### src/rtl/aesbc_pkg.sv
package aesbc_pkg;

   localparam int MAX_ROUNDS = 14;
   localparam int RK_DEPTH   = MAX_ROUNDS + 1;
   localparam int RK_AW      = $clog2(RK_DEPTH);
   localparam int CSR_AW     = 6;

   localparam logic [2:0] REG_KEY_SIZE = 3'd0;
   localparam logic [2:0] REG_KEY_W0   = 3'd1;
   localparam logic [2:0] REG_KEY_W1   = 3'd2;
   localparam logic [2:0] REG_KEY_W2   = 3'd3;
   localparam logic [2:0] REG_KEY_W3   = 3'd4;

   typedef enum logic [2:0] {
      ST_IDLE,
      ST_EXPAND,
      ST_INVMIX,
      ST_LOAD,
      ST_ROUND,
      ST_DONE
   } state_type;

   typedef enum logic [1:0] {
      OP_ENC_ROUND,
      OP_DEC_ROUND,
      OP_INVMIX
   } op_type;

   typedef struct packed {
      op_type op;
      logic   last;
   } unit_ctl_type;

   function automatic logic [7:0] xtime(input logic [7:0] a);
      xtime = {a[6:0], 1'b0} ^ (a[7] ? 8'h1b : 8'h00);
   endfunction

   function automatic logic [7:0] gmul(input logic [7:0] a, input logic [3:0] b);
      logic [7:0] p;
      logic [7:0] x;
      p = 8'h00;
      x = a;
      for (int i = 0; i < 4; i++) begin
         if (b[i]) p = p ^ x;
         x = xtime(x);
      end
      gmul = p;
   endfunction

   function automatic logic [7:0] gf_full(input logic [7:0] a, input logic [7:0] b);
      logic [7:0] p;
      logic [7:0] x;
      p = 8'h00;
      x = a;
      for (int i = 0; i < 8; i++) begin
         if (b[i]) p = p ^ x;
         x = xtime(x);
      end
      gf_full = p;
   endfunction

   function automatic logic [7:0] ginv(input logic [7:0] a);
      logic [7:0] r;
      logic [7:0] base;
      logic [7:0] e;
      r = 8'h01;
      base = a;
      e = 8'd254;
      for (int i = 0; i < 8; i++) begin
         if (e[i]) r = gf_full(r, base);
         base = gf_full(base, base);
      end
      ginv = (a == 8'h00) ? 8'h00 : r;
   endfunction

   function automatic logic [7:0] rotl(input logic [7:0] v, input int n);
      rotl = (v << n) | (v >> (8 - n));
   endfunction

   // Builds the forward or inverse S-box as a constant table, byte x at bits 8x+7..8x.
   function automatic logic [2047:0] sbox_table(input logic inverse);
      logic [2047:0] tab;
      logic [7:0]    v;
      logic [7:0]    s;
      tab = '0;
      for (int x = 0; x < 256; x++) begin
         v = ginv(8'(x));
         s = v ^ rotl(v, 1) ^ rotl(v, 2) ^ rotl(v, 3) ^ rotl(v, 4) ^ 8'h63;
         if (inverse) tab[{s, 3'b000} +: 8] = 8'(x);
         else tab[8 * x +: 8] = s;
      end
      sbox_table = tab;
   endfunction

   localparam logic [2047:0] SBOX_TAB     = sbox_table(1'b0);
   localparam logic [2047:0] INV_SBOX_TAB = sbox_table(1'b1);

   function automatic logic [7:0] sbox(input logic [7:0] x);
      sbox = SBOX_TAB[{x, 3'b000} +: 8];
   endfunction

   function automatic logic [7:0] inv_sbox(input logic [7:0] s);
      inv_sbox = INV_SBOX_TAB[{s, 3'b000} +: 8];
   endfunction

   function automatic logic [31:0] sub_word(input logic [31:0] w);
      sub_word = {sbox(w[31:24]), sbox(w[23:16]), sbox(w[15:8]), sbox(w[7:0])};
   endfunction

   function automatic logic [31:0] inv_mix_col(input logic [31:0] c);
      logic [7:0] a0, a1, a2, a3;
      a0 = c[31:24];
      a1 = c[23:16];
      a2 = c[15:8];
      a3 = c[7:0];
      inv_mix_col = {
         gmul(a0, 4'd14) ^ gmul(a1, 4'd11) ^ gmul(a2, 4'd13) ^ gmul(a3, 4'd9),
         gmul(a0, 4'd9) ^ gmul(a1, 4'd14) ^ gmul(a2, 4'd11) ^ gmul(a3, 4'd13),
         gmul(a0, 4'd13) ^ gmul(a1, 4'd9) ^ gmul(a2, 4'd14) ^ gmul(a3, 4'd11),
         gmul(a0, 4'd11) ^ gmul(a1, 4'd13) ^ gmul(a2, 4'd9) ^ gmul(a3, 4'd14)};
   endfunction

   function automatic logic [31:0] mix_col(input logic [31:0] c);
      logic [7:0] a0, a1, a2, a3;
      a0 = c[31:24];
      a1 = c[23:16];
      a2 = c[15:8];
      a3 = c[7:0];
      mix_col = {
         xtime(a0) ^ xtime(a1) ^ a1 ^ a2 ^ a3,
         a0 ^ xtime(a1) ^ xtime(a2) ^ a2 ^ a3,
         a0 ^ a1 ^ xtime(a2) ^ xtime(a3) ^ a3,
         xtime(a0) ^ a0 ^ a1 ^ a2 ^ xtime(a3)};
   endfunction

endpackage

### src/rtl/aesbc_csr.sv
module aesbc_csr
   import aesbc_pkg::*;
(
   input  logic              clock,
   input  logic              reset,
   input  logic              psel,
   input  logic              penable,
   input  logic              pwrite,
   input  logic [CSR_AW-1:0] paddr,
   input  logic [63:0]       pwdata,
   output logic [63:0]       prdata,
   output logic              pready,
   output logic              key_size_256,
   output logic [255:0]      key,
   output logic              wrote
);
   logic        size_ff, size_in;
   logic [63:0] w0_ff, w0_in, w1_ff, w1_in, w2_ff, w2_in, w3_ff, w3_in;
   logic [2:0]  idx;
   logic        wr;

   assign pready = 1'b1;
   assign idx = paddr[CSR_AW-1:3];
   assign wr = psel & penable & pwrite;

   always_comb begin
      size_in = size_ff;
      w0_in = w0_ff;
      w1_in = w1_ff;
      w2_in = w2_ff;
      w3_in = w3_ff;
      wrote = 1'b0;
      if (wr) begin
         wrote = 1'b1;
         case (idx)
            REG_KEY_SIZE: size_in = pwdata[0];
            REG_KEY_W0: w0_in = pwdata;
            REG_KEY_W1: w1_in = pwdata;
            REG_KEY_W2: w2_in = pwdata;
            REG_KEY_W3: w3_in = pwdata;
            default: wrote = 1'b0;
         endcase
      end
      case (idx)
         REG_KEY_SIZE: prdata = {63'd0, size_ff};
         REG_KEY_W0: prdata = w0_ff;
         REG_KEY_W1: prdata = w1_ff;
         REG_KEY_W2: prdata = w2_ff;
         REG_KEY_W3: prdata = w3_ff;
         default: prdata = 64'd0;
      endcase
   end

   always_ff @(posedge clock) begin
      if (reset) begin
         size_ff <= 1'b0;
         w0_ff <= '0;
         w1_ff <= '0;
         w2_ff <= '0;
         w3_ff <= '0;
      end else begin
         size_ff <= size_in;
         w0_ff <= w0_in;
         w1_ff <= w1_in;
         w2_ff <= w2_in;
         w3_ff <= w3_in;
      end
   end

   assign key_size_256 = size_ff;
   assign key = {w0_ff, w1_ff, w2_ff, w3_ff};
endmodule

### config.mk
export PLATFORM = sky130hd
export DESIGN_NAME = aesbc_csr
export DESIGN_NICKNAME = d
export VERILOG_FILES = /design/src/rtl/aesbc_pkg.sv /design/src/rtl/aesbc_csr.sv
export SDC_FILE = /design/constraint.sdc
export NUM_CORES = 1
export LEC_CHECK = 0
export ABC_AREA = 1
export BUFFER_PORTS_ARGS = -buffer_cell sky130_fd_sc_hd__buf_2
export CAP_MARGIN = 25
export CELL_PAD_IN_SITES_DETAIL_PLACEMENT = 1
export CELL_PAD_IN_SITES_GLOBAL_PLACEMENT = 2
export CORE_ASPECT_RATIO = 0.6
export CORE_MARGIN = 2
export CORE_UTILIZATION = 28
export DETAILED_ROUTE_END_ITERATION = 8
export GPL_ROUTABILITY_DRIVEN = 0
export HOLD_SLACK_MARGIN = 0.02
export PLACE_DENSITY = 0.9
export REMOVE_ABC_BUFFERS = 1
export SYNTH_ARGS = -nofsm -noshare
export SYNTH_HDL_FRONTEND = slang
export SYNTH_SLANG_ARGS = --single-unit
### constraint.sdc
create_clock -name clock -period 3.85 [get_ports clock]
set_input_delay 0.5775 -clock clock [delete_from_list [all_inputs] [get_ports clock]]
set_output_delay 0.5775 -clock clock [all_outputs]
set_load 0.1 [all_outputs]
==> key figures, run 1 <==
Drt
  • Vias per cell: about 4.6
  • DRC Markers: 0
  • Drt first pass iters: 5
  • Drt first-iter violations: approximately 730
  • Drt total wl: around 49 mm
  • Via count: 13727
  • DR WL/cell: ~16 um
  • Remaining antenna violation count after routing: 0

Clock tree
  • H-tree Lvls: 1
  • Num CTS Buffers: 28
  • Clock Tree Root: clkbuf_16
  • CTS Hold Bufs: 0
  • Clock-pin slew on the worst setup and hold paths: about 60 ps
  • Clock Path Buffers: 3
  • Sink count of the clock tree: 257
  • Postcts setup bufs: 0
  • Later-pin clock latency in the skew report: approximately 570 ps
  • Cts repair resizes: 0
  • CTS tree: yes

Place
  • Post-placement cell area: between 10000 and 15000 um2
  • Placed insts: between 2000 and 3000
  • HPWL after detailed placement: between 30 and 40 mm
  • Worst slack at placement: about 770 ps
  • Port-buffer cells: 393

GRT
  • First-pass GRT wire length: between 70 and 80 mm
  • Antenna violations before repair: 6
  • Vias in the first global route: 14021
  • Grt ovf: 0
  • Pin count of the biggest net entering global routing: 137
  • Gr usage total: 0.207

Setup path
  • Worst setup SP type: input pin
  • Most Frequent Cell on Critical Path: nand2_1
  • Critical path peak fanout: 40
  • Crit path DAT: 2490 ps
  • Setup crit end kind: primary output
  • Crit path required time: approximately 3300 ps
  • Worst setup path class: input pin to primary output
  • Crit-path cells: buf_2 > nand2_1 > nor2_4 > buf_12 > nand2_1 > nand2_1 > inv_1 > nand2_1 > buf_2
  • CP max stage delay: between 400 and 500 ps
  • CP max stage cell: nor2_4
  • Path depth of the worst reg2reg path: 2

Timing
  • Clock Skews: 0 ps
  • RSZ-0062 raised after global routing: no
  • Final min period: about 3000 ps
  • Max Slew Vio Count: 0
  • Max Freq: 0.326 GHz
  • Worst Tran Pin Value: between 800 and 900 ps
  • Setup TNS: 0 ps
  • Setup ws final: a little under 800 ps
  • Hold Slack: ~360 ps
  • Final hold vios: 0
  • Worst relative slew slack: 0.431
  • Final setup fails: 0
  • Final worst path period share: 0.796

Floorplanning
  • Die width: approximately 280 um
  • # rows: 59
  • # IOs: roughly 400
  • Die ar.: about 46000 um2
  • Initial Util: 0.286
  • Core region area: 43700 um2
  • DIE HEIGHT: ~170 um

Logic synthesis
  • Top cell type by total area after synthesis: dfxtp_1
  • YS warnings: 0
  • Synth area leaders: dfxtp_1, nand2_1, nor2_1, nand3_1, inv_1
  • EDFF count, synth: 0
  • Top-count cell post-synth: nand2_1
  • Prevailing post-synth register cell: dfxtp_1
  • Most frequent cells after synthesis: nand2_1, nor2_1, dfxtp_1, nand3_1, inv_1
  • Top-area cell type share of the netlist area: 0.412
  • Post-Syn Instances: approximately 2100
  • Library cells used by synthesis: 18
  • Flops & latches, synth: ~260
  • Mapped Avg Cell Area: approximately 6 um2
  • Asr flop ratio synth: 0
  • Seq/Total Area, Yosys: 0.412
  • Synth Cell Area: between 10000 and 15000 um2

Cells and area
  • Final instance area: around 16000 um2
  • # fillers: roughly 6000
  • FF/Latch Area: around 5100 um2
  • Synthesis-to-finish area growth: 27.0%
  • NumNets Final: approximately 2500
  • Non-filler instance count after layout: 3006
  • Share of layout cells above drive strength 1: 0.199
  • Multi-input logic area: between 5000 and 6000 um2

Pwr
  • Leakage: 8.42 nW
  • P per Cell Area: slightly above 400 nW/um2
  • Worst vdd ir: 212 uV

Hold path
  • Hold-critical path depth: 5
  • Class of the worst hold path: input pin to register

Flow run
  • Maximum Capacitance Violations: 0

Outcome
  • Status: finished clean
==> final cells by class <==
cell class | count | area share
Sequential cell | 257 | 0.324
Clock inverter | 13 | 0.00954
Clock buffer | 39 | 0.0525
Inverter | 196 | 0.0473
Multi-Input combinational cell | 1498 | 0.374
Timing Repair Buffer | 419 | 0.146
Antenna cell | 5 | 0.000788
Tap cell | 579 | 0.0457
==> registers in the layout, indices dropped and copies added (netlist names) <==
register,count
key_size_256,1
w1_ff,64
w0_ff,64
w3_ff,64
w2_ff,64
==> power by group <==
group | leakage (nW) | internal (mW) | switching, mW | total [mW]
Clock | 0.482 | 1.71 | 1.21 | 2.92
Sequential | 2.07 | 2.69 | 0.0287 | 2.72
Combinational | 5.86 | 0.148 | 0.613 | 0.762
Total | 8.42 | 4.55 | 1.85 | 6.40
==> final timing paths <==
path	startpoint	end	slack (ps)
hold reg to reg	w2_ff[49]	w2_ff[49]	500
hold / removal	pwdata[37]	w2_ff[37]	360
setup / recovery	paddr[3]	prdata[45]	780
setup reg to reg	w1_ff[39]	w1_ff[39]	3180
==> kinds of logic after synthesis <==
family | synth area share
compound gates | 0.000801
flops | 0.412
other cells | 0.000300
buf+inv | 0.114
simple gates | 0.473
==> worst max-delay path: cells and delay by family <==
family | cells | cell delay [ps]
buffers and inverters | 4 | 990
AND/OR/NAND/NOR | 5 | 820
==> per-layer routing <==
layer | share of wire | vias to the layer above | global-route usage
li1 | - | 6827 | -
met4 | 0.020 | 0 | 0.0536
met3 | 0.054 | 63 | 0.0456
met2 | 0.46 | 277 | 0.344
met5 | 0 | - | 0
met1 | 0.47 | 6560 | 0.273
==> layout by cell type, fill, tap and decap left out, drive strengths merged <==
cell      synthesis  layout
nand2           771     771
nor2            524     524
buf              98     419
dfxtp           257     257
nand3           199     199
inv             195     196
clkbuf           32      39
clkinv            1       7
diode             0       5
bufinv            0       3
clkinvlp          0       3
a21oi             2       2
nand4             1       1
conb              1       1
==> through the flow <==
| stage | power [mW] | utilization |
|---|---|---|
| 2_1_floorplan | 3.38 | - |
| 3_3_place_gp | 3.53 | 0.340 |
| 3_5_place_dp | 3.55 | 0.340 |
| 4_1_cts | 6.48 | 0.363 |
| 5_1_grt | 6.65 | 0.363 |
| 6_report | 6.40 | 0.363 |
Power figures use the tool's default switching activity.
==> inputs of run 2 (changes only) <==
CORE_UTILIZATION = 26   (was 28)
PLACE_DENSITY = 0.85   (was 0.9)
clock period = 3 ns   (was 3.85 ns; I/O delays follow)
==> key figures, run 2 (synthesis results as in run 1) <==
Outcome
  • Status: finished clean (unchanged)

GRT
  • Met1 usage: 0.256 (was 0.273)
  • Gr usage total: 0.193 (was 0.207)
  • GR peak layer: met2 (unchanged)
  • First-pass GRT wire length: 77.5 mm (was 77.9 mm)
  • Grt ovf: 0 (unchanged)
  • GR met3 Demand/Resource: 0.0389 (was 0.0456)
  • Antenna violations before repair: 4 (was 6)
  • Vias in the first global route: 13842 (was 14021)
  • Pin count of the biggest net entering global routing: 84 (was 137)
  • Routing usage on met2: 0.324 (was 0.344)

Pwr
  • Sw Share: 0.283 (was 0.289)
  • Sequential share of power: 0.428 (was 0.425)
  • Gate power share: 0.124 (was 0.119)
  • Internal power: 5.85 mW (was 4.55 mW)
  • Clock network power share: 0.448 (was 0.456)
  • Worst vdd ir: 360 uV (was 212 uV)
  • Leakage: 8.60 nW (was 8.42 nW)
  • P per Cell Area: 482 nW/um2 (was 403 nW/um2)
  • Psw: 2.31 mW (was 1.85 mW)

Cells and area
  • Share of layout cells above drive strength 1: 0.199 (about the same)
  • FF/Latch Area: 5140 um2 (unchanged)
  • NumNets Final: 2479 (was 2475)
  • Core Util, Final: 0.355 (was 0.363)
  • Synthesis-to-finish area growth: 35.4% (was 27.0%)
  • Most frequent cells in the layout: nand2_1, nor2_1, buf_2, dfxtp_1, nand3_1 (unchanged)
  • # fillers: 6216 (was 5877)
  • Commonest non-fill, non-tap cell in the layout: nand2_1 (unchanged)
  • Multi-input logic area: 5940 um2 (unchanged)

Clock tree
  • Postcts setup bufs: 0 (unchanged)
  • Sink count of the clock tree: 257 (unchanged)
  • Cts repair resizes: 0 (unchanged)
  • H-tree Lvls: 1 (unchanged)
  • CTS Hold Bufs: 0 (unchanged)
  • Clock Path Buffers: 3 (unchanged)
  • Clock Tree Root: clkbuf_16 (unchanged)
  • Later-pin clock latency in the skew report: 550 ps (was 570 ps)
  • CTS tree: yes (unchanged)
  • Clock-pin slew on the worst setup and hold paths: 60 ps (about the same)
  • Num CTS Buffers: 28 (unchanged)

Timing
  • Final min period: about 2400 ps
  • Clock Skews: 0 ps (unchanged)
  • Final worst path period share: 0.794
  • RSZ-0062 raised after global routing: no (unchanged)
  • Worst Tran Pin Value: 648 ps (was 853 ps)
  • Final setup fails: 0 (unchanged)
  • Worst relative slew slack: 0.567 (was 0.431)
  • Hold Slack: 245 ps (was 358 ps)
  • Final hold vios: 0 (unchanged)
  • Max Freq: 0.420 GHz
  • Max Slew Vio Count: 0 (unchanged)

Drt
  • DRC Markers: 0 (unchanged)
  • Drt first-iter violations: 666 (was 733)
  • Vias per cell: 4.47 (was 4.57)
  • Drt total wl: 49.6 mm (was 49.1 mm)
  • Drt first pass iters: 4 (was 5)
  • Via count: 13699 (was 13727)
  • DR WL/cell: 16.2 um (was 16.3 um)
  • Remaining antenna violation count after routing: 0 (unchanged)

Floorplanning
  • # rows: 62 (was 59)
  • # IOs: 398 (unchanged)
  • DIE HEIGHT: 174 um (was 168 um)
  • Core region area: 47600 um2 (was 43700 um2)
  • Die width: 287 um (was 277 um)
  • Die ar.: 49900 um2 (was 46400 um2)
  • Initial Util: 0.262 (was 0.286)

Setup path
  • Setup crit end kind: primary output (unchanged)
  • Critical path peak fanout: 67 (was 40)
  • Path depth of the worst reg2reg path: 2 (unchanged)
  • Crit path DAT: 1930 ps (was 2490 ps)
  • Worst setup SP type: input pin (unchanged)
  • Crit path required time: 2550 ps (was 3270 ps)
  • Worst setup path class: input pin to primary output (unchanged)

Flow run
  • Maximum Capacitance Violations: 0 (unchanged)

Place
  • Port-buffer cells: 393 (unchanged)
  • HPWL after detailed placement: 33.9 mm (was 33.0 mm)

Hold path
  • Hold-critical path depth: 5 (unchanged)
  • Class of the worst hold path: input pin to register (unchanged)
## run 2: changes by cell type in the layout (fill, tap and decap cells not counted)
cell | previous run | this run
buf_12 | 12 | 78
clkinv_2 | 6 | 4
clkinvlp_4 | 3 | 0
clkbuf_1 | 3 | 5
buf_4 | 14 | 15
buf_2 | 393 | 330
clkinv_4 | 1 | 0
diode_2 | 5 | 4
## run 2: path summary, 6_finish.rpt
path,from,slack [ps],endpoint
setup / recovery,paddr[3],620,prdata[35]
hold / removal,pwdata[58],240,w2_ff[58]
setup reg to reg,w1_ff[59],2340,w1_ff[59]
hold reg to reg,w1_ff[4],500,w1_ff[4]
## run 2: routing by layer
| layer | vias up | share of wire |
|---|---|---|
| met5 | - | 0 |
| met4 | 0 | 0.020 |
| met3 | 55 | 0.052 |
| met2 | 276 | 0.47 |
| met1 | 6544 | 0.46 |
| li1 | 6824 | - |
## run 2: per-stage QoR
| stage | setup TNS (ps) | total power [mW] | std cells | worst slack, ps | cell area [um2] |
|---|---|---|---|---|---|
| after floorplan | -638750 | 4.34 | 1951 | -2720 | 11800 |
| after global placement | 0 | 4.57 | 3014 | 638 | 16000 |
| after detailed placement | 0 | 4.59 | 3014 | 630 | 16000 |
| after CTS | 0 | 8.28 | 3062 | 624 | 16900 |
| after global routing | 0 | 8.49 | 3063 | 509 | 16900 |
| final | 0 | 8.16 | 3066 | 619 | 16900 |
## run 2: power groups by stage
stage / logic [mW] / registers [mW] / clock network (mW)
final: 1.01 / 3.49 / 3.66
after global routing: 1.08 / 3.50 / 3.91
after CTS: 1.02 / 3.49 / 3.77
after detailed placement: 1.02 / 3.57 / 0
after global placement: 1.00 / 3.57 / 0
after floorplan: 0.456 / 3.88 / 0
## run 2: critical path: stages
cell	delay, ps
buf_2	170
inv_2	70
nand2_1	120
nor2_4	190
buf_12	310
nand2_1	90
nand2_1	80
inv_1	40
nand2_1	120
buf_12	190
## run 2: cell type report
cell class              instances  area share
multi-input cells            1498       0.351
flip-flops and latches        257       0.304
well taps                     640      0.0473
inverters                     196      0.0444
diodes                          4    0.000591
clock buffers                  41      0.0497
clock inverters                 7     0.00651
repair buffers                423       0.197
==> inputs of run 3 (changes only) <==
ABC_AREA = 0   (was 1)
CORE_UTILIZATION = 28   (was 26)
PLACE_DENSITY = 0.81   (was 0.85)
clock period = 2.14 ns   (was 3 ns; I/O delays follow)
==> key figures, run 3 <==
Outcome
  • Status: finished clean (unchanged)

Logic synthesis
  • Asr flop ratio synth: 0 (unchanged)
  • YS warnings: 0 (unchanged)
  • Most frequent cells after synthesis: nand2b_1, mux2i_1, dfxtp_1, nand2_1 (was nand2_1, nor2_1, dfxtp_1, nand3_1, inv_1)
  • EDFF count, synth: 0 (unchanged)
  • Top cell type by total area after synthesis: dfxtp_1 (unchanged)
  • Top-count cell post-synth: nand2b_1 (was nand2_1)
  • Library cells used by synthesis: 24 (was 18)
  • Seq/Total Area, Yosys: 0.424 (was 0.412)
  • Synth area leaders: dfxtp_1, mux2i_1, nand2b_1, mux2_2, a22oi_1 (was dfxtp_1, nand2_1, nor2_1, nand3_1, inv_1)
  • Flops & latches, synth: 257 (unchanged)
  • Top-area cell type share of the netlist area: 0.424 (was 0.412)
  • Post-Syn Instances: 1211 (was 2081)
  • Prevailing post-synth register cell: dfxtp_1 (unchanged)
  • Synth Cell Area: 12100 um2 (was 12500 um2)
  • Mapped Avg Cell Area: 10.0 um2 (was 6.01 um2)

GRT
  • Vias in the first global route: 11190 (was 13842)
  • Grt ovf: 0 (unchanged)
  • Gr usage total: 0.201 (was 0.193)
  • Pin count of the biggest net entering global routing: 55 (was 84)
  • First-pass GRT wire length: 69.6 mm (was 77.5 mm)
  • Antenna violations before repair: 6 (was 4)

Cells and area
  • Most frequent cells in the layout: buf_2, nand2b_1, mux2i_1, dfxtp_1, buf_12 (was nand2_1, nor2_1, buf_2, dfxtp_1, nand3_1)
  • Final instance area: 17200 um2 (was 16900 um2)
  • NumNets Final: 1675 (was 2479)
  • Share of layout cells above drive strength 1: 0.356 (was 0.199)
  • # fillers: 4873 (was 6216)
  • Commonest non-fill, non-tap cell in the layout: buf_2 (was nand2_1)
  • Synthesis-to-finish area growth: 42.0% (was 35.4%)
  • Core Util, Final: 0.400 (was 0.355)

Floorplanning
  • Die width: 273 um (was 287 um)
  • Die ar.: 45100 um2 (was 49900 um2)
  • Initial Util: 0.282 (was 0.262)
  • Core region area: 43000 um2 (was 47600 um2)
  • DIE HEIGHT: 165 um (was 174 um)
  • # IOs: 398 (unchanged)
  • # rows: 59 (was 62)

Timing
  • Final setup fails: 0 (unchanged)
  • Max Slew Vio Count: 0 (unchanged)
  • Worst Tran Pin Value: 569 ps (was 648 ps)
  • Final worst path period share: 0.964
  • Worst relative slew slack: 0.623 (was 0.567)
  • Setup ws final: 77.0 ps (was 619 ps)
  • Final min period: about 2100 ps
  • Clock Skews: 0 ps (unchanged)
  • Max Freq: around 0.48 GHz
  • Final hold vios: 0 (unchanged)
  • RSZ-0062 raised after global routing: yes (was no)

Drt
  • DRC Markers: 0 (unchanged)
  • Vias per cell: 4.74 (was 4.47)
  • DR WL/cell: 21.2 um (was 16.2 um)
  • Drt first pass iters: 4 (unchanged)
  • Drt total wl: 46.7 mm (was 49.6 mm)
  • Remaining antenna violation count after routing: 0 (unchanged)
  • Via count: 10441 (was 13699)
  • Drt first-iter violations: 499 (was 666)

Clock tree
  • Clock Tree Root: clkbuf_16 (unchanged)
  • Clock-pin slew on the worst setup and hold paths: 60 ps (about the same)
  • Clock Path Buffers: 3 (unchanged)
  • CTS Hold Bufs: 0 (unchanged)
  • Later-pin clock latency in the skew report: 540 ps (was 550 ps)
  • H-tree Lvls: 1 (unchanged)
  • Sink count of the clock tree: 257 (unchanged)
  • CTS tree: yes (unchanged)
  • Num CTS Buffers: 28 (unchanged)

Setup path
  • Worst Setup SP: w2_ff[59] (was paddr[3])
  • Family with the most delay on the worst path: flip-flops (was buffers and inverters)
  • CP max stage cell: dfxtp_1 (was buf_12)
  • CP max stage delay: 330 ps (was 310 ps)
  • Setup crit end kind: primary output (unchanged)
  • R2R Path Start: w1_ff[8] (was w1_ff[59])
  • Crit path DAT: 1740 ps (was 1930 ps)
  • Crit path required time: 1820 ps (was 2550 ps)
  • WP buf/inv: 2 (was 5)
  • Worst setup path class: register to primary output (was input pin to primary output)
  • Worst setup SP type: register (was input pin)
  • Critical path peak fanout: 3 (was 67)
  • Crit-path cells: mux2_2 > a22oi_2 > o21ai_1 > buf_4 > buf_12 (was buf_2 > inv_2 > nand2_1 > nor2_4 > buf_12 > nand2_1 > nand2_1 > inv_1 > nand2_1 > buf_12)

Pwr
  • Total power: 11.1 mW (was 8.16 mW)
  • Leakage: 8.38 nW (was 8.60 nW)
  • Worst vdd ir: 343 uV (was 360 uV)
  • P per Cell Area: 647 nW/um2 (was 482 nW/um2)

Flow run
  • Maximum Capacitance Violations: 0 (unchanged)

Place
  • Worst slack at placement: -41.4 ps (was 630 ps)
  • Post-placement cell area: 16100 um2 (was 16000 um2)
  • Port-buffer cells: 393 (unchanged)
  • HPWL after detailed placement: 32.4 mm (was 33.9 mm)

Hold path
  • Class of the worst hold path: input pin to register (unchanged)
  • Worst Hold Launch: pwdata[26] (was pwdata[58])
-- run 3: repair_timing --
action                                  CTS  global route
resized for setup                        13            20
endpoints found under the setup margin    9            26
cloned                                    3             0
setup buffers                             2             0
pin swaps                                 1             0
-- run 3: layer usage --
metal / track usage / part of all wire
met5: 0 / 0.00090
met1: 0.265 / 0.45
met3: 0.0500 / 0.064
met4: 0.0392 / 0.017
met2: 0.334 / 0.46
-- run 3: area by class of cell --
type | count | area (um2) | area share
multi-input combinational | 852 | 6510 | 0.378
sequential | 257 | 5140 | 0.299
timing repair buffer | 461 | 3870 | 0.225
clock buffer | 45 | 876 | 0.0508
tap | 579 | 724 | 0.0420
clock inverter | 5 | 100 | 0.00581
antenna | 3 | 7.51 | 0.000436
-- run 3: cell families (layout without fill, tap and decap cells) --
| logic type | count (synthesis) | in the layout | share of synthesized area |
|---|---|---|---|
| buf+inv | 102 | 511 | 0.0445 |
| simple gates | 399 | 399 | 0.192 |
| compound gates | 130 | 130 | 0.0669 |
| other cells | 1 | 4 | 0.000309 |
| flops | 257 | 257 | 0.424 |
| mux | 322 | 322 | 0.272 |
-- run 3: final timing paths --
| check | end | slack [ps] | cells past startpoint |
|---|---|---|---|
| max | prdata[59] | 80 | 5 |
| min | w3_ff[26] | 110 | 3 |
| max reg2reg | w1_ff[8] | 1430 | 2 |
| min reg2reg | w0_ff[13] | 490 | 2 |
-- run 3: stage by stage --
step | TNS, ps | hold slack, ps | std cells
finish | 0 | 113 | 2202
global route | -15.0 | 102 | 2200
CTS | 0 | 63.6 | 2199
detailed placement | -89.5 | 479 | 2144
global placement | -20.4 | 471 | 2144
floorplan | -385640 | 501 | 1109
-- run 3: worst register-to-register path, cell delays in order (launching register included) --
cell	delay, ps
dfxtp_1	410
nand2b_1	90
mux2i_1	140
-- run 3: where the power goes --
part / internal (mW) / switching [mW] / leakage, nW
clock network: 3.14 / 2.03 / 0.481
logic: 0.384 / 0.749 / 5.83
registers: 4.82 / 0.0313 / 2.07
